**src/rtl/pld_pkg.sv**
```systemverilog
// ----------------------------------------------------------------------------
// pld_pkg
// Shared types and constants of the postings list decoder: opcodes, record
// kinds, register indexes and the entry that travels from front to back.
// ----------------------------------------------------------------------------
package pld_pkg;

   localparam int DEL_INDEX_W       = 10;   // width of a bitmap word index
   localparam int DEL_WORD_W        = 64;   // documents per bitmap word
   localparam int BIT_INDEX_W       = 6;    // bit within a bitmap word
   localparam int VARINT_MAX_GROUPS = 5;    // 7-bit groups that land in 32 bits
   localparam int QUEUE_DEPTH       = 4;
   localparam int QUEUE_PTR_W       = $clog2(QUEUE_DEPTH);
   localparam int QUEUE_CNT_W       = $clog2(QUEUE_DEPTH + 1);

   typedef enum logic [1:0] {
      OP_BYTE       = 2'd0,
      OP_DEL_WORD   = 2'd1,
      OP_START_TERM = 2'd2
   } op_type;

   typedef enum logic [1:0] {
      KIND_DOC      = 2'd0,
      KIND_POS      = 2'd1,
      KIND_TERM_END = 2'd2
   } kind_type;

   localparam logic [1:0] CSR_FIELD_BOOST = 2'd0;
   localparam logic [1:0] CSR_POS_BOOST   = 2'd1;

   typedef struct packed {
      kind_type    kind;
      logic [31:0] doc;
      logic [31:0] freq;
      logic [7:0]  fboost;
      logic [31:0] pos;
      logic [7:0]  pboost;
      logic        last;
      logic        done;
   } record_type;

   typedef struct packed {
      logic                   is_write;   // bitmap word write
      logic [DEL_INDEX_W-1:0] word;       // write address or lookup word
      logic [DEL_WORD_W-1:0]  wdata;
      logic                   lookup;     // new document, fetch its deletion bit
      logic                   in_range;   // document is covered by the bitmap
      logic [BIT_INDEX_W-1:0] bit_index;
      logic                   has_rec;
      logic                   filter;     // record is dropped for a deleted doc
      record_type             rec;
   } entry_type;

endpackage

```
**src/rtl/pld_queue.sv**
```systemverilog
// ----------------------------------------------------------------------------
// pld_queue
// Short FIFO of decoded entries between the decode front and the back end.
// ----------------------------------------------------------------------------
module pld_queue import pld_pkg::*; (
   input  logic      clock,
   input  logic      reset,
   input  logic      push,
   input  entry_type push_entry,
   input  logic      pop,
   output entry_type head,
   output logic      full,
   output logic      empty
);

   entry_type              slots_ff [QUEUE_DEPTH];
   logic [QUEUE_PTR_W-1:0] wr_ptr_ff, rd_ptr_ff;
   logic [QUEUE_CNT_W-1:0] count_ff;

   assign full  = (count_ff == QUEUE_CNT_W'(QUEUE_DEPTH));
   assign empty = (count_ff == '0);
   assign head  = slots_ff[rd_ptr_ff];

   always_ff @(posedge clock) begin
      if (reset) begin
         wr_ptr_ff <= '0;
         rd_ptr_ff <= '0;
         count_ff  <= '0;
      end else begin
         if (push) begin
            wr_ptr_ff <= wr_ptr_ff + QUEUE_PTR_W'(1);
         end
         if (pop) begin
            rd_ptr_ff <= rd_ptr_ff + QUEUE_PTR_W'(1);
         end
         if (push && !pop) begin
            count_ff <= count_ff + QUEUE_CNT_W'(1);
         end else if (pop && !push) begin
            count_ff <= count_ff - QUEUE_CNT_W'(1);
         end
      end
   end

   always_ff @(posedge clock) begin
      if (push) begin
         slots_ff[wr_ptr_ff] <= push_entry;
      end
   end

   a_no_overflow: assert property (@(posedge clock) disable iff (reset) push |-> !full)
      else $error("entry pushed into a full queue");
   a_no_underflow: assert property (@(posedge clock) disable iff (reset) pop |-> !empty)
      else $error("entry popped from an empty queue");

endmodule

```
**config.mk**
```make
export PLATFORM = sky130hd
export DESIGN_NAME = pld_queue
export DESIGN_NICKNAME = d
export VERILOG_FILES = /design/src/rtl/pld_pkg.sv /design/src/rtl/pld_queue.sv
export SDC_FILE = /design/constraint.sdc
export NUM_CORES = 1
export LEC_CHECK = 0
export BUFFER_PORTS_ARGS = -buffer_cell sky130_fd_sc_hd__buf_4
export CAP_MARGIN = 5
export CORE_MARGIN = 2
export CORE_UTILIZATION = 50
export DETAILED_ROUTE_END_ITERATION = 6
export PLACE_DENSITY_LB_ADDON = 0.3
export SYNTH_ARGS = -nofsm -noshare
export SYNTH_HDL_FRONTEND = slang
export SYNTH_SLANG_ARGS = --single-unit
```
**constraint.sdc**
```tcl
create_clock -name clock -period 6.8 [get_ports clock]
set_clock_uncertainty 0.2 [all_clocks]
set_input_delay 0.68 -clock clock [delete_from_list [all_inputs] [get_ports clock]]
set_output_delay 0.68 -clock clock [all_outputs]
set_load 0.1 [all_outputs]
```
==> results.json <==
{
  "die_y_um": 247.5,
  "gr-usage-all-layers": 0.1832,
  "numCtsBuffers": 82,
  "syn-num-nets": 1305,
  "overflow": 0,
  "fin_tns_setup_ps": 0,
  "p_per_area_nw_per_um2": 350.4,
  "grt_start_max_net_pins": 113,
  "crit_slowest_cell": "dfxtp_4",
  "start_util": 0.5042,
  "synth_seq_cells": 813,
  "drc": 0,
  "hold_viol": 0,
  "hp-class": "in2reg",
  "fillers": 4064,
  "p_leak_uw": 0.01201,
  "fin_crit_ps": 3994,
  "drtIter0Drc": 765,
  "io-pin-count": 408,
  "timing.final.crit_share": 0.5873,
  "grt_pass1_vias": 13760,
  "place_congestion": 0.7317,
  "routedWlPerCell_um": 23.61,
  "endpoint_kind": "primary output",
  "htreeDepth": 3,
  "die-area_sq_um": 61250,
  "pre_cts_ws_ps": 3299,
  "io_buffers": 407,
  "synth_warnings": 0,
  "start_kind": "flop",
  "place_hpwl_mm": 32.21,
  "syn-cell-area_sq_um": 29640,
  "max_stage_delay_ps": 1060,
  "status": "completed",
  "worstMarginPinSlew_ps": 1192,
  "finalWorstSetupSlack_ps": 2806,
  "ctsLongestPathBuffers": 3,
  "syn_to_final_growth_pct": 21.21,
  "power.switching_uw": 3737,
  "ir_drop_v": 0.0002646,
  "crit_chain": "buf_4 > mux4_2 > buf_4",
  "critPathMaxFanout": 71,
  "die-width_um": 247.5,
  "core_sq_um": 58800,
  "layout-drive-gt1-share": 0.4585,
  "report.final.setup_viol": 0,
  "cts-root-buf": "clkbuf_16",
  "worst_path_most_repeated_cell": "buf_4",
  "cap_viol_max_count": 0,
  "whs_ps": 58.83,
  "clk_pin_slew_worst_paths_ps": 60,
  "fmax_mhz": 250.4,
  "critPathKind": "reg2out",
  "seqPwrFrac": 0.463,
  "cts_tree": "yes",
  "cts_setup_buffers": 0,
  "routed_wl_mm": 56.43,
  "crit_required_ps": 5920,
  "row_count": 89,
  "syn_inst": 1094,
  "regArea_sq_um": 24330,
  "synth_cell_type_count": 22,
  "vias_per_cell": 5.431,
  "via_count": 12980,
  "relSlewSlack": 0.2051,
  "num-nets-final": 1762,
  "switching_share": 0.2968,
  "drtPass1Iterations": 5,
  "rsz0062_at_grt": "no",
  "ys_seq_area_frac": 0.8205,
  "syn_avg_cell_area_sq_um": 27.10,
  "drv_slew": 0,
  "cp.arrival_ps": 3110,
  "combPwrFrac": 0.195,
  "multi_input_area_sq_um": 4767,
  "grt_pass1_wl_mm": 83.21,
  "cts_sinks": 813,
  "final_antenna_net_count": 0,
  "internal-power_uw": 8853,
  "antenna_found_initial": 5,
  "postCtsHoldBufs": 0,
  "insertion_delay_ps": 610,
  "clock_power_share": 0.342,
  "post_cts_resized": 0
}
## synthesized netlist by cell type (all sizes together)
cell type | number | area share
a21oi | 1 | 0.00017
nor3 | 1 | 0.00017
dfxtp | 9 | 0.0061
fa | 1 | 0.00068
mux4 | 201 | 0.15
edfxtp | 804 | 0.81
buf | 42 | 0.018
nor2 | 7 | 0.00089
nor3b | 1 | 0.00025
and2 | 4 | 0.00084
nand2 | 1 | 0.00013
or3 | 1 | 0.00021
o21ai | 1 | 0.00017
xor2 | 3 | 0.00089
ha | 5 | 0.0021
mux2i | 2 | 0.00068
xnor2 | 2 | 0.00059
clkbuf | 4 | 0.00051
inv | 4 | 0.00051
## final timing paths
| kind | endpoint | slack [ps] | from | cells after the start |
|---|---|---|---|---|
| max | head[152] | 2810 | flop | 3 |
| min reg2reg | count_ff[2] | 310 | count_ff[2] | 2 |
| max reg2reg | slots_ff[2][154] | 3970 | wr_ptr_ff[0] | 4 |
| min | slots_ff[1][198] | 60 | push_entry[198] | 1 |
## power groups by stage
stage	Combinational, uW	Clock [uW]	Sequential [uW]
6_report	2460	4300	5830
5_1_grt	2540	4590	5850
2_1_floorplan	1960	0	5950
3_3_place_gp	2470	0	5920
4_1_cts	2480	4420	5830
3_5_place_dp	2480	0	5940
## sequential cells by signal (all words and copies together) (netlist names), named ones only
| register | flops |
|---|---|
| count_ff | 3 |
| rd_ptr_ff | 2 |
| slots_ff | 804 |
| wr_ptr_ff | 2 |
## critical path: cells and delay by family (launching register included)
| kind | cells | cell delay, ps |
|---|---|---|
| buf+inv | 2 | 980 |
| mux | 1 | 430 |
| flops | 1 | 1060 |
## area by class of cell
cell class | count | share of cell area
Sequential cell | 813 | 0.6771
Tap cell | 773 | 0.02692
Timing Repair Buffer | 419 | 0.08998
Clock inverter | 50 | 0.01341
Inverter | 4 | 0.0004179
Multi-Input combinational cell | 231 | 0.1327
Antenna cell | 3 | 0.0002089
Clock buffer | 97 | 0.05927
## per-stage QoR
| step | utilization | area (sq um) | std cells | power [uW] |
|---|---|---|---|---|
| finish | 0.6111 | 35930 | 2390 | 12590 |
| floorplan | - | 29640 | 1094 | 7912 |
| CTS | 0.6110 | 35920 | 2387 | 12730 |
| detailed placement | 0.5666 | 33310 | 2240 | 8417 |
| global placement | 0.5666 | 33310 | 2240 | 8393 |
| global route | 0.6110 | 35920 | 2387 | 12980 |
## routing by layer
layer | up-vias | track usage | part of all wire
met2 | 455 | 0.2830 | 0.48
met5 | - | 0 | 0.00071
met3 | 69 | 0.06791 | 0.10
li1 | 5673 | - | -
met1 | 6778 | 0.2477 | 0.40
met4 | 6 | 0.05107 | 0.017
## logic make-up (layout without fill, tap and decap cells)
kind of cell,Yosys count,after routing,synth area share
AO/OA/AOI/OAI,2,2,0.0003373
XOR/XNOR,5,5,0.001477
adder cells (fa/ha/maj),6,6,0.002786
buffers and inverters,50,570,0.01903
flip-flops,813,813,0.8205
multiplexers,203,203,0.1534
other,0,3,0
AND/OR/NAND/NOR,15,15,0.002490
## layout by cell type (no fill, tap or decap), drive strengths merged, types with 2 or more instances in the layout
cell      synthesis  layout
mux2i             2       2
ha                5       5
xnor2             2       2
and2              4       4
diode             0       3
bufinv            0       6
clkinv            0      37
edfxtp          804     804
inv               4       9
clkinvlp          0       2
clkbuf            4      97
nor2              7       7
xor2              3       3
mux4            201     201
buf              42     419
dfxtp             9       9
No activity file was read; power rests on OpenSTA's default activity.
