[src/rtl/pld_pkg.sv]
// ----------------------------------------------------------------------------
// pld_pkg
// Shared types and constants of the postings list decoder: opcodes, record
// kinds, register indexes and the entry that travels from front to back.
// ----------------------------------------------------------------------------
package pld_pkg;

   localparam int DEL_INDEX_W       = 10;   // width of a bitmap word index
   localparam int DEL_WORD_W        = 64;   // documents per bitmap word
   localparam int BIT_INDEX_W       = 6;    // bit within a bitmap word
   localparam int VARINT_MAX_GROUPS = 5;    // 7-bit groups that land in 32 bits
   localparam int QUEUE_DEPTH       = 4;
   localparam int QUEUE_PTR_W       = $clog2(QUEUE_DEPTH);
   localparam int QUEUE_CNT_W       = $clog2(QUEUE_DEPTH + 1);

   typedef enum logic [1:0] {
      OP_BYTE       = 2'd0,
      OP_DEL_WORD   = 2'd1,
      OP_START_TERM = 2'd2
   } op_type;

   typedef enum logic [1:0] {
      KIND_DOC      = 2'd0,
      KIND_POS      = 2'd1,
      KIND_TERM_END = 2'd2
   } kind_type;

   localparam logic [1:0] CSR_FIELD_BOOST = 2'd0;
   localparam logic [1:0] CSR_POS_BOOST   = 2'd1;

   typedef struct packed {
      kind_type    kind;
      logic [31:0] doc;
      logic [31:0] freq;
      logic [7:0]  fboost;
      logic [31:0] pos;
      logic [7:0]  pboost;
      logic        last;
      logic        done;
   } record_type;

   typedef struct packed {
      logic                   is_write;   // bitmap word write
      logic [DEL_INDEX_W-1:0] word;       // write address or lookup word
      logic [DEL_WORD_W-1:0]  wdata;
      logic                   lookup;     // new document, fetch its deletion bit
      logic                   in_range;   // document is covered by the bitmap
      logic [BIT_INDEX_W-1:0] bit_index;
      logic                   has_rec;
      logic                   filter;     // record is dropped for a deleted doc
      record_type             rec;
   } entry_type;

endpackage

[src/rtl/pld_front.sv]
// ----------------------------------------------------------------------------
// pld_front
// Accepts request beats, holds the configuration registers and runs the
// byte-level decode state machine, turning each beat into at most one entry.
// ----------------------------------------------------------------------------
module pld_front import pld_pkg::*; #(
   parameter int DELETION_MAP_DOCS = 65536
) (
   input  logic         clock,
   input  logic         reset,
   input  logic         req_tvalid,
   output logic         req_tready,
   input  logic [1:0]   req_tuser,
   input  logic [119:0] req_tdata,
   input  logic         csr_valid,
   input  logic [1:0]   csr_index,
   input  logic         csr_wdata,
   input  logic         q_full,
   input  logic         clearing,
   output logic         push,
   output entry_type    push_entry
);

   localparam int DEL_WORDS    = (DELETION_MAP_DOCS + DEL_WORD_W - 1) / DEL_WORD_W;
   localparam int MAX_WORDS    = 2 ** DEL_INDEX_W;
   localparam int MEM_WORDS    = (DEL_WORDS < MAX_WORDS) ? DEL_WORDS : MAX_WORDS;
   localparam int MEM_DOCS     = MEM_WORDS * DEL_WORD_W;
   localparam int LOOKUP_LIMIT = (DELETION_MAP_DOCS < MEM_DOCS) ? DELETION_MAP_DOCS : MEM_DOCS;

   typedef enum logic [5:0] {
      PH_IDLE   = 6'b000001,
      PH_DOC    = 6'b000010,
      PH_FREQ   = 6'b000100,
      PH_FBOOST = 6'b001000,
      PH_POS    = 6'b010000,
      PH_PBOOST = 6'b100000
   } phase_type;

   phase_type   phase_ff, phase_in;
   logic [31:0] acc_ff, acc_in;
   logic [2:0]  shift_ff, shift_in;
   logic [31:0] doc_ff, doc_in;
   logic [31:0] freq_ff, freq_in;
   logic [31:0] left_ff, left_in;
   logic [31:0] pos_ff, pos_in;
   logic [31:0] seen_ff, seen_in;
   logic [31:0] count_ff, count_in;
   logic [7:0]  fboost_ff, fboost_in;
   logic        sfb_ff, spb_ff;

   op_type                 op;
   logic [7:0]             in_byte;
   logic [31:0]            in_count;
   logic [DEL_INDEX_W-1:0] in_word;
   logic [DEL_WORD_W-1:0]  in_value;
   logic                   accept;

   logic [31:0] vi_part, vi_acc;
   logic        vi_done;
   logic [2:0]  vi_shift;
   logic        freq_step, header_step, pos_step, end_step, last_term;
   kind_type    end_kind;
   logic [31:0] end_pos;
   logic [7:0]  end_pboost, pboost_val;
   entry_type   ent;
   logic        ent_valid;

   assign op       = op_type'(req_tuser);
   assign in_byte  = req_tdata[7:0];
   assign in_count = req_tdata[39:8];
   assign in_word  = req_tdata[49:40];
   assign in_value = req_tdata[113:50];

   assign req_tready = !q_full && !clearing;
   assign accept     = req_tvalid && req_tready;

   // one 7-bit group per byte, groups past the fifth are dropped
   always_comb begin
      unique case (shift_ff)
         3'd0:    vi_part = {25'd0, in_byte[6:0]};
         3'd1:    vi_part = {18'd0, in_byte[6:0], 7'd0};
         3'd2:    vi_part = {11'd0, in_byte[6:0], 14'd0};
         3'd3:    vi_part = {4'd0, in_byte[6:0], 21'd0};
         3'd4:    vi_part = {in_byte[3:0], 28'd0};
         default: vi_part = '0;
      endcase
   end

   assign vi_acc   = acc_ff | vi_part;
   assign vi_done  = !in_byte[7];
   assign vi_shift = (shift_ff < 3'(VARINT_MAX_GROUPS)) ? shift_ff + 3'd1 : shift_ff;
   assign last_term = (seen_ff == count_ff);

   always_comb begin
      phase_in    = phase_ff;
      acc_in      = acc_ff;
      shift_in    = shift_ff;
      doc_in      = doc_ff;
      freq_in     = freq_ff;
      left_in     = left_ff;
      pos_in      = pos_ff;
      seen_in     = seen_ff;
      count_in    = count_ff;
      fboost_in   = fboost_ff;
      ent         = '0;
      ent_valid   = 1'b0;
      freq_step   = 1'b0;
      header_step = 1'b0;
      pos_step    = 1'b0;
      end_step    = 1'b0;
      end_kind    = KIND_DOC;
      end_pos     = '0;
      end_pboost  = '0;
      pboost_val  = '0;

      if (accept) begin
         unique case (op)
            OP_DEL_WORD: begin
               if ({1'b0, in_word} < (DEL_INDEX_W + 1)'(MEM_WORDS)) begin
                  ent_valid    = 1'b1;
                  ent.is_write = 1'b1;
                  ent.word     = in_word;
                  ent.wdata    = in_value;
               end
            end
            OP_START_TERM: begin
               count_in  = in_count;
               seen_in   = '0;
               doc_in    = '0;
               freq_in   = '0;
               pos_in    = '0;
               left_in   = '0;
               fboost_in = '0;
               acc_in    = '0;
               shift_in  = '0;
               if (in_count == '0) begin
                  phase_in      = PH_IDLE;
                  ent_valid     = 1'b1;
                  ent.has_rec   = 1'b1;
                  ent.rec.kind  = KIND_TERM_END;
                  ent.rec.done  = 1'b1;
               end else begin
                  phase_in = PH_DOC;
               end
            end
            OP_BYTE: begin
               unique case (phase_ff)
                  PH_DOC, PH_FREQ, PH_POS: begin
                     acc_in   = vi_done ? '0 : vi_acc;
                     shift_in = vi_done ? '0 : vi_shift;
                     if (vi_done) begin
                        unique case (phase_ff)
                           PH_DOC: begin
                              doc_in        = doc_ff + {1'b0, vi_acc[31:1]};
                              seen_in       = seen_ff + 32'd1;
                              ent_valid     = 1'b1;
                              ent.lookup    = 1'b1;
                              ent.in_range  = (doc_in < 32'(LOOKUP_LIMIT));
                              ent.word      = doc_in[BIT_INDEX_W +: DEL_INDEX_W];
                              ent.bit_index = doc_in[BIT_INDEX_W-1:0];
                              if (vi_acc[0]) begin
                                 freq_in   = 32'd1;
                                 freq_step = 1'b1;
                              end else begin
                                 phase_in = PH_FREQ;
                              end
                           end
                           PH_FREQ: begin
                              freq_in   = vi_acc;
                              freq_step = 1'b1;
                           end
                           default: begin
                              pos_in = pos_ff + vi_acc;
                              if (spb_ff) begin
                                 phase_in = PH_PBOOST;
                              end else begin
                                 pos_step = 1'b1;
                              end
                           end
                        endcase
                     end
                  end
                  PH_FBOOST: begin
                     fboost_in   = in_byte;
                     header_step = 1'b1;
                  end
                  PH_PBOOST: begin
                     pboost_val = in_byte;
                     pos_step   = 1'b1;
                  end
                  default: begin
                     // bytes outside a term are dropped
                  end
               endcase
            end
            default: begin
               // unused opcode
            end
         endcase
      end

      if (freq_step) begin
         if (sfb_ff) begin
            phase_in = PH_FBOOST;
         end else begin
            fboost_in   = '0;
            header_step = 1'b1;
         end
      end

      if (header_step) begin
         left_in = freq_in;
         pos_in  = '0;
         if (freq_in == '0) begin
            end_step = 1'b1;
            end_kind = KIND_DOC;
         end else begin
            phase_in     = PH_POS;
            ent_valid    = 1'b1;
            ent.has_rec  = 1'b1;
            ent.filter   = 1'b1;
            ent.rec.kind = KIND_DOC;
         end
      end

      if (pos_step) begin
         left_in = left_ff - 32'd1;
         if (left_in == '0) begin
            end_step   = 1'b1;
            end_kind   = KIND_POS;
            end_pos    = pos_in;
            end_pboost = pboost_val;
         end else begin
            phase_in       = PH_POS;
            ent_valid      = 1'b1;
            ent.has_rec    = 1'b1;
            ent.filter     = 1'b1;
            ent.rec.kind   = KIND_POS;
            ent.rec.pos    = pos_in;
            ent.rec.pboost = pboost_val;
         end
      end

      // final byte of a document
      if (end_step) begin
         phase_in       = last_term ? PH_IDLE : PH_DOC;
         ent_valid      = 1'b1;
         ent.has_rec    = 1'b1;
         ent.filter     = 1'b1;
         ent.rec.kind   = end_kind;
         ent.rec.pos    = end_pos;
         ent.rec.pboost = end_pboost;
         ent.rec.last   = 1'b1;
         ent.rec.done   = last_term;
      end

      if (ent.filter) begin
         ent.rec.doc    = doc_in;
         ent.rec.freq   = freq_in;
         ent.rec.fboost = fboost_in;
      end
   end

   assign push       = accept && ent_valid;
   assign push_entry = ent;

   always_ff @(posedge clock) begin
      if (reset) begin
         phase_ff <= PH_IDLE;
         sfb_ff   <= 1'b0;
         spb_ff   <= 1'b0;
      end else begin
         phase_ff <= phase_in;
         if (csr_valid) begin
            if (csr_index == CSR_FIELD_BOOST) begin
               sfb_ff <= csr_wdata;
            end
            if (csr_index == CSR_POS_BOOST) begin
               spb_ff <= csr_wdata;
            end
         end
      end
   end

   always_ff @(posedge clock) begin
      acc_ff    <= acc_in;
      shift_ff  <= shift_in;
      doc_ff    <= doc_in;
      freq_ff   <= freq_in;
      left_ff   <= left_in;
      pos_ff    <= pos_in;
      seen_ff   <= seen_in;
      count_ff  <= count_in;
      fboost_ff <= fboost_in;
   end

endmodule

[config.mk]
export PLATFORM = sky130hd
export DESIGN_NAME = pld_front
export DESIGN_NICKNAME = d
export VERILOG_FILES = /design/src/rtl/pld_pkg.sv /design/src/rtl/pld_front.sv
export SDC_FILE = /design/constraint.sdc
export NUM_CORES = 1
export LEC_CHECK = 0
export BUFFER_PORTS_ARGS = -buffer_cell sky130_fd_sc_hd__buf_2
export CORE_ASPECT_RATIO = 2
export CORE_MARGIN = 2
export CORE_UTILIZATION = 40
export DETAILED_ROUTE_END_ITERATION = 12
export GPL_TIMING_DRIVEN = 0
export SLEW_MARGIN = 20
export SYNTH_ARGS = -nofsm -noshare
export SYNTH_HDL_FRONTEND = slang
export SYNTH_SLANG_ARGS = --single-unit
[constraint.sdc]
create_clock -name clock -period 4.8 [get_ports clock]
set_clock_uncertainty 0.2 [all_clocks]
set_input_delay 0.48 -clock clock [delete_from_list [all_inputs] [get_ports clock]]
set_output_delay 0.48 -clock clock [all_outputs]
set_load 0.005 [all_outputs]
==> metrics.md, run 1 <==
| Metric | Value |
|---|---|
| Standard-cell rows | `102` |
| Critical path class | `reg -> out` |
| Vias per cell | `5.725` |
| Die W | `143.2 um` |
| Layout area overhead | `36.54%` |
| RSZ-0062 raised after global routing | `yes` |
| Yosys warning count | `0` |
| WL/cell | `23.59 um` |
| CP bufs+invs | `5` |
| DP Wirelength | `49.66 mm` |
| Sum Neg Setup Slack | `-4.883 ns` |
| Post-synthesis async set-or-reset flop share | `0` |
| Largest net degree at the start of global routing | `42` |
| Register share of total power | `0.482` |
| Clock insertion delay at the later pin of the skew report | `0.55 ns` |
| Tmin final | `5.276 ns` |
| Status | `finished, violations left` |
| Final wirelength | `65.13 mm` |
| Setup crit end kind | `primary output` |
| Net Switching | `1.078 mW` |
| First-pass GRT wire length | `94.07 mm` |
| Switching Fraction | `0.2337` |
| Delay-heaviest family, CP | `compound AO/OA/AOI/OAI gates` |
| Final Hold Viols | `0` |
| Crit-path slowest cell | `edfxtp_1` |
| Period utilization | `1.099` |
| Total track usage | `0.3127` |
| Sequence of cells on the critical path | `buf_4 -> ha_4 -> nor2b_4 -> buf_12 -> a21oi_4 -> clkinv_4 -> ha_4 -> o211ai_1 -> buf_4 -> a22oi_2 -> o21ai_2 -> o211ai_1 -> nand3_1 -> a31oi_2 -> xor2_2 -> nor4_2 -> nand4b_1 -> nor4_2 -> buf_2` |
| PortBufs | `324` |
| Dominant synthesized flop cell | `edfxtp_1` |
| Post-route DRC | `0` |
| Share of cells above drive strength 1 | `0.3112` |
| Yosys reg bits | `243` |
| CP Depth | `19` |
| Starting Density | `0.4024` |
| F_max | `189.5 MHz` |
| Failing checks | `negative setup slack` |
| Critical-path maximum fanout | `7` |
| Synth Area per Inst | `8.828 um2` |
| Placed Instances | `2,603` |
| LEAKAGE | `9.257 nW` |
| Post-Syn Area | `15,510 um2` |
| Final ANT Viol Nets | `0` |
| Setup WS pre-CTS | `-0.7545 ns` |
| Worst R2R Path Depth | `22` |
| Combinational share of power | `0.062` |
| Grt ovf | `0` |
| Via count | `15.81k` |
| Synth area leader | `edfxtp_1` |
| Synth Instances | `1,757` |
| CP peak stage delay | `0.46 ns` |
| Pre-Repair DR Iteration Count | `6` |
| Seq/Total Area, Yosys | `0.3982` |
| Antenna violations before repair | `1` |
| Filler instances | `3,561` |
| Commonest cells after routing, fill and taps aside | `329 x buf_2, 175 x nor2_1, 144 x nand2_1` |
| CTS tree | `yes` |
| Max_slew headroom | `0.3478` |
| Final Slew Violations | `0` |
| Crit path from | `shift_ff[0]` |
| Hold slack | `0.1299 ns` |
| Layout net count | `2,426` |
| CTS Sinks | `243` |
| Cts bufs inserted | `24` |
| Area of the core | `38,540 um2` |
| H-tree Lvls | `1` |
| Root Buffer | `clkbuf_16` |
| Tightest Pin Transition | `0.9784 ns` |
| Clock Tree Buf Depth | `3` |
| Hold Crit Start | `req_tdata[5]` |
| Final setup margin | `-0.4764 ns` |
| Worst r2r src | `shift_ff[0]` |
| Hold-critical path depth | `3` |
| First DRT Iteration DRCs | `912` |
| Crit start category | `flop` |
| Yosys top cell area share | `0.2536` |
| Vias in the first global route | `15.97k` |
| Req. time, crit path | `4.12 ns` |
| Die Height | `282.5 um` |
| Syn Nets | `1,961` |
| CTS clk-pin slew, worst paths | `0.07 ns` |
| Yosys cell types | `85` |
| Post-synth EDFFs | `131` |
| Die area | `40,470 um2` |
| Worst Hold Class | `in -> reg` |
| Fin cells | `2,761` |
| Clock power share | `0.456` |
| Pwr dens | `217.7 nW/um2` |
| Fin util | `0.5495` |
| Commonest non-fill, non-tap cell in the layout | `buf_2` |
| Synth top area cells | `edfxtp_1 25%, dfxtp_1 14%, ha_1 5.7%` |
| Maxcap violations | `0` |
| Gpl congestion | `0.9627` |
| IO Pins | `334` |
| Max IR drop VDD | `0.1714 mV` |
| Internal power | `3.533 mW` |
| CP Data Arrival Time | `4.60 ns` |
| Number of setup violations in the final report | `24` |
per-layer routing:
layer	vias to the layer above	global-route usage	routed length, um
li1	7283	-	-
met1	7498	0.2789	20030
met2	765	0.5845	33880
met3	261	0.04469	3746
met4	0	0.2961	7468
met5	-	0	0
timing repair:
item | CTS | global route
resized for setup | 239 | 66
pin swaps | 73 | 54
endpoints found under the hold margin | 34 | 0
endpoints found under the setup margin | 82 | 55
hold buffers | 35 | 0
buffers inserted | 65 | 23
cells by family after synthesis:
group | share of synthesized area
AND/OR/NAND/NOR | 0.2410
XOR/XNOR | 0.07623
flip-flops | 0.3982
multiplexers | 0.001291
adder cells (fa/ha/maj) | 0.05985
AO/OA/AOI/OAI | 0.1846
buffers and inverters | 0.03888
worst paths after layout:
kind	to	slack [ns]
max	push_entry[124]	-0.48
max reg2reg	pos_ff[20]	0.26
min	fboost_ff[5]	0.13
min reg2reg	pos_ff[30]	0.27
per-stage QoR:
step	area (um2)	power, mW
final	21180	4.611
after global routing	21180	4.721
after CTS	20680	4.621
after detailed placement	17840	2.492
after global placement	17780	2.488
after floorplan	15510	2.366
tightest hold or removal path, delay by kind of cell:
kind / cells / cell delay [ns]
AOI/OAI and AO/OA: 2 / 0.17
buffers and inverters: 1 / 0.17
state kept, by name, summed over array words and instances (netlist names):
signal and cells:
left_ff 32, count_ff 32, spb_ff 1, sfb_ff 1, fboost_ff 8, freq_ff 32
acc_ff 32, pos_ff 32, doc_ff 32, phase_ff 6, shift_ff 3, seen_ff 32
cell type report:
type,instances,area [um2],area share
antenna,1,2.502,0.0001182
sequential,243,6176,0.2916
tap,520,650.6,0.03072
buffer,69,284.0,0.01341
inverter,76,320.3,0.01512
clock buffer,29,661.9,0.03125
multi-input combinational,1359,10080,0.4760
timing repair buffer,449,2805,0.1325
clock inverter,15,196.4,0.009275
synthesized netlist by cell type (42+ instances only):
| master | n |
|---|---|
| a21o_1 | 53 |
| nor3_1 | 42 |
| nor2_1 | 180 |
| o21ai_0 | 61 |
| a22oi_1 | 46 |
| nand3_1 | 43 |
| a21oi_1 | 96 |
| inv_1 | 73 |
| xnor2_1 | 58 |
| and2_1 | 120 |
| ha_1 | 71 |
| dfxtp_1 | 112 |
| clkbuf_1 | 60 |
| xor2_1 | 77 |
| edfxtp_1 | 131 |
| nand2_1 | 153 |
power groups by stage:
stage / Combinational (mW) / Clock [mW] / Sequential (mW)
after floorplan: 0.105 / 0 / 2.26
after CTS: 0.275 / 2.13 / 2.22
after global routing: 0.304 / 2.19 / 2.22
final: 0.286 / 2.10 / 2.22
after detailed placement: 0.227 / 0 / 2.27
after global placement: 0.222 / 0 / 2.27
Power figures use the tool's default switching activity.
==> inputs of run 2 (changes only) <==
ABC_AREA = 1   (was not set)
==> run 2 against run 1 <==
Net effect: wire length rose by 21%; first-iteration DRC count up 38%; utilization down 3.2 points; clock power barely moved; non-clock buffer count down 43; sequential power hardly changed; the flow now finishes without violations; sequential cell count stayed put; via count grew 20%; synthesized area increased by 11%; sequential share of layout area is 1.0 points lower; die area rose by 10%; global-route usage up 2.5 points.
==> metrics.md, run 2 <==
| Metric | Value |
|---|---|
| Synth area leader | `edfxtp_1` |
| CTS clk-pin slew, worst paths | `0.07 ns (about the same)` |
| Crit-path slowest cell | `edfxtp_1` |
| Total power | `4.836 mW (+4.9%)` |
| Delay-heaviest family, CP | `simple AND/OR/NAND/NOR gates` |
| Yosys cell types | `56 (-34%)` |
| Sequence of cells on the critical path | `buf_4 -> ha_1 -> nor2_1 -> nand2_1 -> nand2_1 -> nand2_4 -> nand3_1 -> nand2_4 -> ha_4 -> inv_1 -> o21bai_1 -> a21oi_2 -> o21ai_0 -> a21oi_1 -> nand2_1 -> xnor2_1 -> nand2_1 -> nand3_1 -> a21oi_4 -> and2_1 -> buf_2` |
| Filler instances | `4,236 (+19%)` |
| Tmin final | `4.752 ns (-0.5244 ns)` |
| Period utilization | `0.9900 (-0.1092)` |
| Area of the core | `42,440 um2 (+10%)` |
| Largest net degree at the start of global routing | `33 (-21%)` |
| Yosys reg bits | `243 (unchanged)` |
| Post-synthesis async set-or-reset flop share | `0 (unchanged)` |
| Pwr dens | `220.3 nW/um2 (+1.2%)` |
| First DRT Iteration DRCs | `1,262 (+38%)` |
| Final wirelength | `78.60 mm (+21%)` |
| Commonest non-fill, non-tap cell in the layout | `nand2_1` |
| Number of setup violations in the final report | `0 (-100%)` |
| Sum Neg Setup Slack | `0 ns (+4.883 ns)` |
| WL/cell | `22.46 um (-4.8%)` |
| Critical path class | `reg -> out` |
| Clock insertion delay at the later pin of the skew report | `0.59 ns (+0.04 ns)` |
| Layout area overhead | `27.85%` |
| Layout net count | `3,140 (+29%)` |
| Gpl congestion | `1.003 (+4.2%)` |
| Main combinational cell family by area after synthesis | `simple AND/OR/NAND/NOR gates` |
| CP bufs+invs | `3 (-2)` |
| Routed length on met3 | `3.523 mm (-6.0%)` |
| Max_slew headroom | `0.1318 (-0.2160)` |
| Die Height | `297.0 um (+5.1%)` |
| Hold slack | `0.02634 ns (-0.1035 ns)` |
| R2R Path End | `left_ff[26]` |
| Final Hold Viols | `0 (unchanged)` |
| Final setup margin | `0.04799 ns (+0.5244 ns)` |
| Die area | `44,700 um2 (+10%)` |
| Synth cell count leaders | `557 x nand2_1, 400 x nor2_1, 339 x inv_1` |
| Reg2Reg Setup Slack | `0.72 ns (+0.46 ns)` |
| Clock Tree Buf Depth | `3 (unchanged)` |
| Post-synth EDFFs | `131 (unchanged)` |
| Status | `finished, final reports clean` |
| IO Pins | `334 (unchanged)` |
| Antenna violations before repair | `1 (unchanged)` |
| Vias in the first global route | `18.37k (+15%)` |
| Critical-path maximum fanout | `7 (unchanged)` |
| Post-route DRC | `0 (unchanged)` |
| Post-Syn Area | `17,170 um2 (+11%)` |
| Final Slew Violations | `0 (unchanged)` |
| Worst R2R Path Depth | `10 (-55%)` |
| CTS tree | `yes` |
| Root Buffer | `clkbuf_16` |
| Synth Instances | `2,504 (+43%)` |
| Placed cell area | `19,610 um2 (+9.9%)` |
| Max IR drop VDD | `0.2270 mV (+32%)` |
| LEAKAGE | `10.22 nW (+10%)` |
| First-pass GRT wire length | `111.8 mm (+19%)` |
| Starting Density | `0.4046 (+0.002104)` |
| Worst r2r src | `phase_ff[2]` |
| Maxcap violations | `0 (unchanged)` |
| Commonest cells after routing, fill and taps aside | `533 x nand2_1, 385 x nor2_1, 346 x buf_2` |
| Crit path to | `push_entry[37]` |
| Via count | `18.97k (+20%)` |
| Tightest Pin Transition | `1.289 ns (+0.3104 ns)` |
| Synth top area cells | `edfxtp_1 23%, dfxtp_1 13%, nand2_1 12%` |
| H-tree Lvls | `1 (unchanged)` |
| CP Depth | `21 (+2)` |
| Total track usage | `0.3373 (+0.02464)` |
| Register area | `6176 um2 (unchanged)` |
| DP Wirelength | `63.04 mm (+27%)` |
| Cell mode on critical path | `nand2_1` |
| Seq/Total Area, Yosys | `0.3597 (-0.03845)` |
| Synth Area per Inst | `6.857 um2 (-22%)` |
| Crit start category | `flop` |
| Dominant synthesized flop cell | `edfxtp_1` |
| Ant diodes | `0 (-1)` |
| Synth Area in Simple Gates | `0.3167 (+0.07569)` |
| Yosys warning count | `0 (unchanged)` |
| Routed length on met1 | `27.77 mm (+39%)` |
| Post-Synth XOR/XNOR Area | `0.03163 (-0.04460)` |
| Setup crit end kind | `primary output` |
| Pre-Repair DR Iteration Count | `5 (-1)` |
| Grt ovf | `0 (unchanged)` |
| Final ANT Viol Nets | `0 (unchanged)` |
| RSZ-0062 raised after global routing | `yes` |
| PortBufs | `327 (+0.93%)` |
| Design area | `21,950 um2 (+3.6%)` |
| Met2 WL | `40.87 mm (+21%)` |
| Crit path from | `shift_ff[0]` |
| Die W | `150.5 um (+5.1%)` |
| Top layer in use | `met5` |
| Compound-Gate Fraction of Synth Area | `0.1422 (-0.04238)` |
| Area taken by multi-input logic gates | `10,210 um2 (+1.2%)` |
| Post-Synth Adder-Cell Area | `0.05407 (-0.005779)` |
| Req. time, crit path | `4.12 ns (about the same)` |
| Syn Nets | `2,708 (+38%)` |
| CTS Sinks | `243 (unchanged)` |
| Cts bufs inserted | `25 (+4.2%)` |
| Count leader, synth | `nand2_1` |
| Post-synthesis mux area share | `0 (-0.001291)` |
| CP Data Arrival Time | `4.07 ns (-0.53 ns)` |
| F_max | `210.4 MHz (+11%)` |
| Yosys top cell area share | `0.2291 (-0.02449)` |
| Share of cells above drive strength 1 | `0.2115 (-0.09965)` |
| CP peak stage delay | `0.44 ns (-0.02 ns)` |
| Hold Crit Start | `csr_index[1]` |
| Standard-cell rows | `107 (+4.9%)` |
| Setup WS pre-CTS | `-0.6317 ns (+0.1228 ns)` |
| Vias per cell | `5.421 (-5.3%)` |
| Worst Hold Class | `in -> reg` |
[run 2: changes by cell type after synthesis, sizes merged, moves of 19 or more]
cell,delta
nor2,+228
nand2,+411
xnor2,-23
and2,-108
xor2,-50
nor2b,-22
inv,+275
a21o,-44
a21boi,+19
o21ai,+67
and3,-28
a21oi,+78
a22oi,-45
nand3,+99
[run 2: per-stage QoR]
| stage | instances | util |
|---|---|---|
| 2_1_floorplan | 2504 | - |
| 3_3_place_gp | 3376 | 0.4592 |
| 3_5_place_dp | 3384 | 0.4620 |
| 4_1_cts | 3482 | 0.5044 |
| 5_1_grt | 3500 | 0.5172 |
| 6_report | 3500 | 0.5172 |
[run 2: worst register-to-register path, cell delays in order (launching register included)]
cell and delay (ns):
dfxtp_1 0.34, nor2_1 0.15, nor3b_1 0.33, nand2_1 0.08, nor2_1 0.54, inv_1 0.17, o21ai_1 0.21, nand2_1 0.18
clkbuf_1 0.32, clkbuf_1 0.42, nand2_2 0.77
[run 2: power by group]
group / switching, mW / internal, mW / leakage, nW / total [mW]
sequential: 0.0238 / 2.21 / 2.13 / 2.23
combinational: 0.322 / 0.176 / 7.67 / 0.499
clock: 0.941 / 1.16 / 0.420 / 2.10
[run 2: cells by family after synthesis]
kind of cell / count (synthesis)
buf+inv: 422
compound gates: 432
flops: 243
xor+xnor: 62
simple gates: 1272
fa+ha+maj: 73
[run 2: final cells by class]
cell class / instances / share of cell area
multi-input combinational: 1839 / 0.4649
sequential: 243 / 0.2813
timing repair buffer: 405 / 0.1092
inverter: 352 / 0.06042
clock buffer: 35 / 0.03266
tap: 545 / 0.03106
buffer: 70 / 0.01442
clock inverter: 11 / 0.005985
[run 2: worst min-delay path by stage]
stage                             to  slack [ns]  depth (start not counted)
after detailed placement  doc_ff[25]        0.27                          2
after global routing          spb_ff        0.04                          3
after global placement    doc_ff[25]        0.27                          2
after CTS                     spb_ff       0.008                          3
after floorplan           freq_ff[0]        0.24                          2
final                         spb_ff        0.03                          4
[run 2: per-layer routing]
layer  vias up  GRT usage
met2       684     0.6242
met1      8973     0.3463
met4         2     0.2309
li1       9099          -
met5         -          0
met3       216    0.03466
[run 2: repair_timing]
action / in CTS / in global routing
gates resized for setup: 104 / 92
hold buffers: 35 / 0
setup buffers: 17 / 18
setup endpoints to repair: 66 / 38
pin swaps: 12 / 20
endpoints found under the hold margin: 34 / 0
==> inputs of run 3 (changes only) <==
clock period = 4.1 ns   (was 4.8 ns; I/O delays follow)
==> run 3 against run 2 <==
Net effect: the run now ends with negative setup slack left; clock-buffer cell count shrank 2; sequential power grew 17%; final area grew 18%; worst hold slack gained 0.047 ns; wire length grew 4.2%; first-iteration DRC count shrank 13%; setup slack lost 0.48 ns; register-to-register slack lost 0.60 ns; non-clock buffer count grew 126; sequential share of layout area shrank 4.3 points; critical path type unchanged.
==> metrics.md, run 3 (same netlist as run 2, synthesis figures left out) <==
| Metric | Value |
|---|---|
| Standard-cell rows | `107 (unchanged)` |
| Gpl congestion | `1.054 (+5.1%)` |
| WL/cell | `22.53 um (+0.33%)` |
| Tmin final | `4.528 ns` |
| Antenna violations before repair | `5 (+4)` |
| CP peak stage delay | `0.44 ns (about the same)` |
| LEAKAGE | `11.41 nW (+12%)` |
| Vias in the first global route | `19.32k (+5.1%)` |
| CTS clk-pin slew, worst paths | `0.07 ns (about the same)` |
| Fin cells | `3,634 (+3.8%)` |
| Grt ovf | `0 (unchanged)` |
| Register share of total power | `0.424 (-0.038)` |
| H-tree Lvls | `1 (unchanged)` |
| Pwr dens | `239.1 nW/um2 (+8.5%)` |
| Max_slew headroom | `0.2308 (+0.09903)` |
| Failing checks | `negative setup slack` |
| Reg2Reg Setup Slack | `0.12 ns (-0.60 ns)` |
| Placed Instances | `3,385 (+0.030%)` |
| Cts bufs inserted | `27 (+8.0%)` |
| Die area | `44,700 um2 (unchanged)` |
| Die W | `150.5 um (unchanged)` |
| Hold Crit Start | `req_tdata[2]` |
| Worst R2R Path Depth | `26 (+16)` |
| RSZ-0062 raised after global routing | `yes` |
| Crit path to | `push_entry[26]` |
| CP Data Arrival Time | `3.92 ns (-0.15 ns)` |
| Max IR drop VDD | `0.3254 mV (+43%)` |
| Commonest non-fill, non-tap cell in the layout | `nand2_1` |
| Setup crit end kind | `primary output` |
| Sum Neg Setup Slack | `-10.81 ns (-10.81 ns)` |
| Number of setup violations in the final report | `46 (+46)` |
| DP Wirelength | `62.16 mm (-1.4%)` |
| Net Switching | `1.656 mW (+29%)` |
| Starting Density | `0.4046 (unchanged)` |
| IO Pins | `334 (unchanged)` |
| Largest net degree at the start of global routing | `33 (unchanged)` |
| CTS tree | `yes` |
| Final wirelength | `81.88 mm (+4.2%)` |
| Crit path from | `shift_ff[1]` |
| Fin util | `0.6105 (+0.09328)` |
| Period utilization | `1.104` |
| Layout area overhead | `50.91%` |
| Post-route DRC | `0 (unchanged)` |
| Switching Fraction | `0.2674 (+0.001198)` |
| Final setup margin | `-0.4284 ns (-0.4764 ns)` |
| F_max | `220.8 MHz` |
| Worst Hold Class | `in -> reg` |
| Layout net count | `3,268 (+4.1%)` |
| Clock power share | `0.447 (+0.012)` |
| Internal power | `4.538 mW (+28%)` |
| Vias per cell | `5.453 (+0.59%)` |
| CTS Sinks | `243 (unchanged)` |
| Tightest Pin Transition | `1.154 ns (-0.1349 ns)` |
| Critical path class | `reg -> out` |
| Final ANT Viol Nets | `0 (unchanged)` |
| Root Buffer | `clkbuf_16` |
| Critical-path maximum fanout | `7 (unchanged)` |
| First-pass GRT wire length | `115.5 mm (+3.3%)` |
| First DRT Iteration DRCs | `1,092 (-13%)` |
| Worst r2r src | `shift_ff[1]` |
| Req. time, crit path | `3.49 ns (-0.63 ns)` |
| Area of the core | `42,440 um2 (unchanged)` |
| Maxcap violations | `0 (unchanged)` |
| Final Hold Viols | `0 (unchanged)` |
| Clock Tree Buf Depth | `3 (unchanged)` |
| Combinational share of power | `0.129 (+0.026)` |
| Commonest cells after routing, fill and taps aside | `461 x nand2_1, 333 x nor2_1, 329 x buf_2` |
| Die Height | `297.0 um (unchanged)` |
| Crit start category | `flop` |
| Final Slew Violations | `0 (unchanged)` |
| Sequence of cells on the critical path | `inv_2 -> ha_4 -> nand2_8 -> o21ai_4 -> ha_1 -> nand2_1 -> nor2_1 -> inv_1 -> o21ai_2 -> a21oi_4 -> nand2_1 -> nand2_1 -> o221ai_1 -> a21oi_2 -> and2_1 -> buf_2` |
| Total track usage | `0.3455 (+0.008204)` |
| Share of cells above drive strength 1 | `0.3605 (+0.1489)` |
| Clock insertion delay at the later pin of the skew report | `0.59 ns (about the same)` |
| PortBufs | `327 (unchanged)` |
| Via count | `19.82k (+4.4%)` |
| Total power | `6.194 mW (+28%)` |
| R2R Path End | `doc_ff[21]` |
| Pre-Repair DR Iteration Count | `8 (+3)` |
| Status | `finished, violations left` |
| Crit-path slowest cell | `edfxtp_1` |
| Cell mode on critical path | `nand2_1` |
run 3: cell types whose count changed in the layout (fill, tap and decap cells not counted), sizes merged, moves of 3 or more:
| cell | delta |
|---|---|
| buf | +123 |
| bufinv | +4 |
| clkinv | +4 |
| clkinvlp | +3 |
| diode | +4 |
| inv | -5 |
run 3: power groups by stage:
stage | Clock, mW | Combinational, mW | Sequential, mW
3_5_place_dp | 0 | 0.504 | 2.67
5_1_grt | 2.87 | 0.852 | 2.63
6_report | 2.77 | 0.802 | 2.62
4_1_cts | 2.80 | 0.668 | 2.62
2_1_floorplan | 0 | 0.283 | 2.66
3_3_place_gp | 0 | 0.495 | 2.67
run 3: worst min path at each step:
stage,end,cells after the start
finish,acc_ff[23],3
global route,acc_ff[23],3
CTS,fboost_ff[6],3
detailed placement,doc_ff[25],2
global placement,doc_ff[2],2
floorplan,freq_ff[0],2
run 3: cell type report:
cell class / count / area [um2]
clock inverters: 17 / 262.8
multi-input cells: 1839 / 12580
plain buffers: 70 / 406.6
diodes: 4 / 10.01
well taps: 545 / 681.9
repair buffers: 531 / 3732
clock buffers: 33 / 708.2
inverters: 352 / 1350
fillers: 3815 / 16530
flip-flops and latches: 243 / 6176
run 3: worst max-delay path: cells and delay by family (launching register included):
family          cells  cell delay, ns
flops               1            0.44
fa+ha+maj           2            0.55
buf+inv             3            0.40
compound gates      5            1.13
simple gates        6            0.80
run 3: what timing repair did:
action                     in CTS  in global routing
hold endpoints to repair       35                  0
hold buffers                   37                  0
buffers inserted               86                 78
pin swaps                     100                179
setup endpoints to repair     157                127
gates resized for setup       452                401
run 3: per-layer routing:
metal,vias to the layer above,share of wire,track usage
met1,9387,0.33,0.3372
li1,9341,-,-
met4,2,0.10,0.2747
met3,299,0.053,0.05092
met2,788,0.51,0.6298
met5,-,0.00020,0
run 3: per-stage QoR:
stage                     setup WS, ns  hold slack [ns]  instance area (um2)
after floorplan                 0.3886           0.2425                17170
after global placement          -1.889           0.2667                19490
after detailed placement        -1.177           0.2752                19630
after CTS                      -0.3830          0.03948                23700
after global routing           -0.5456          0.09267                25900
final                          -0.4284          0.07295                25910
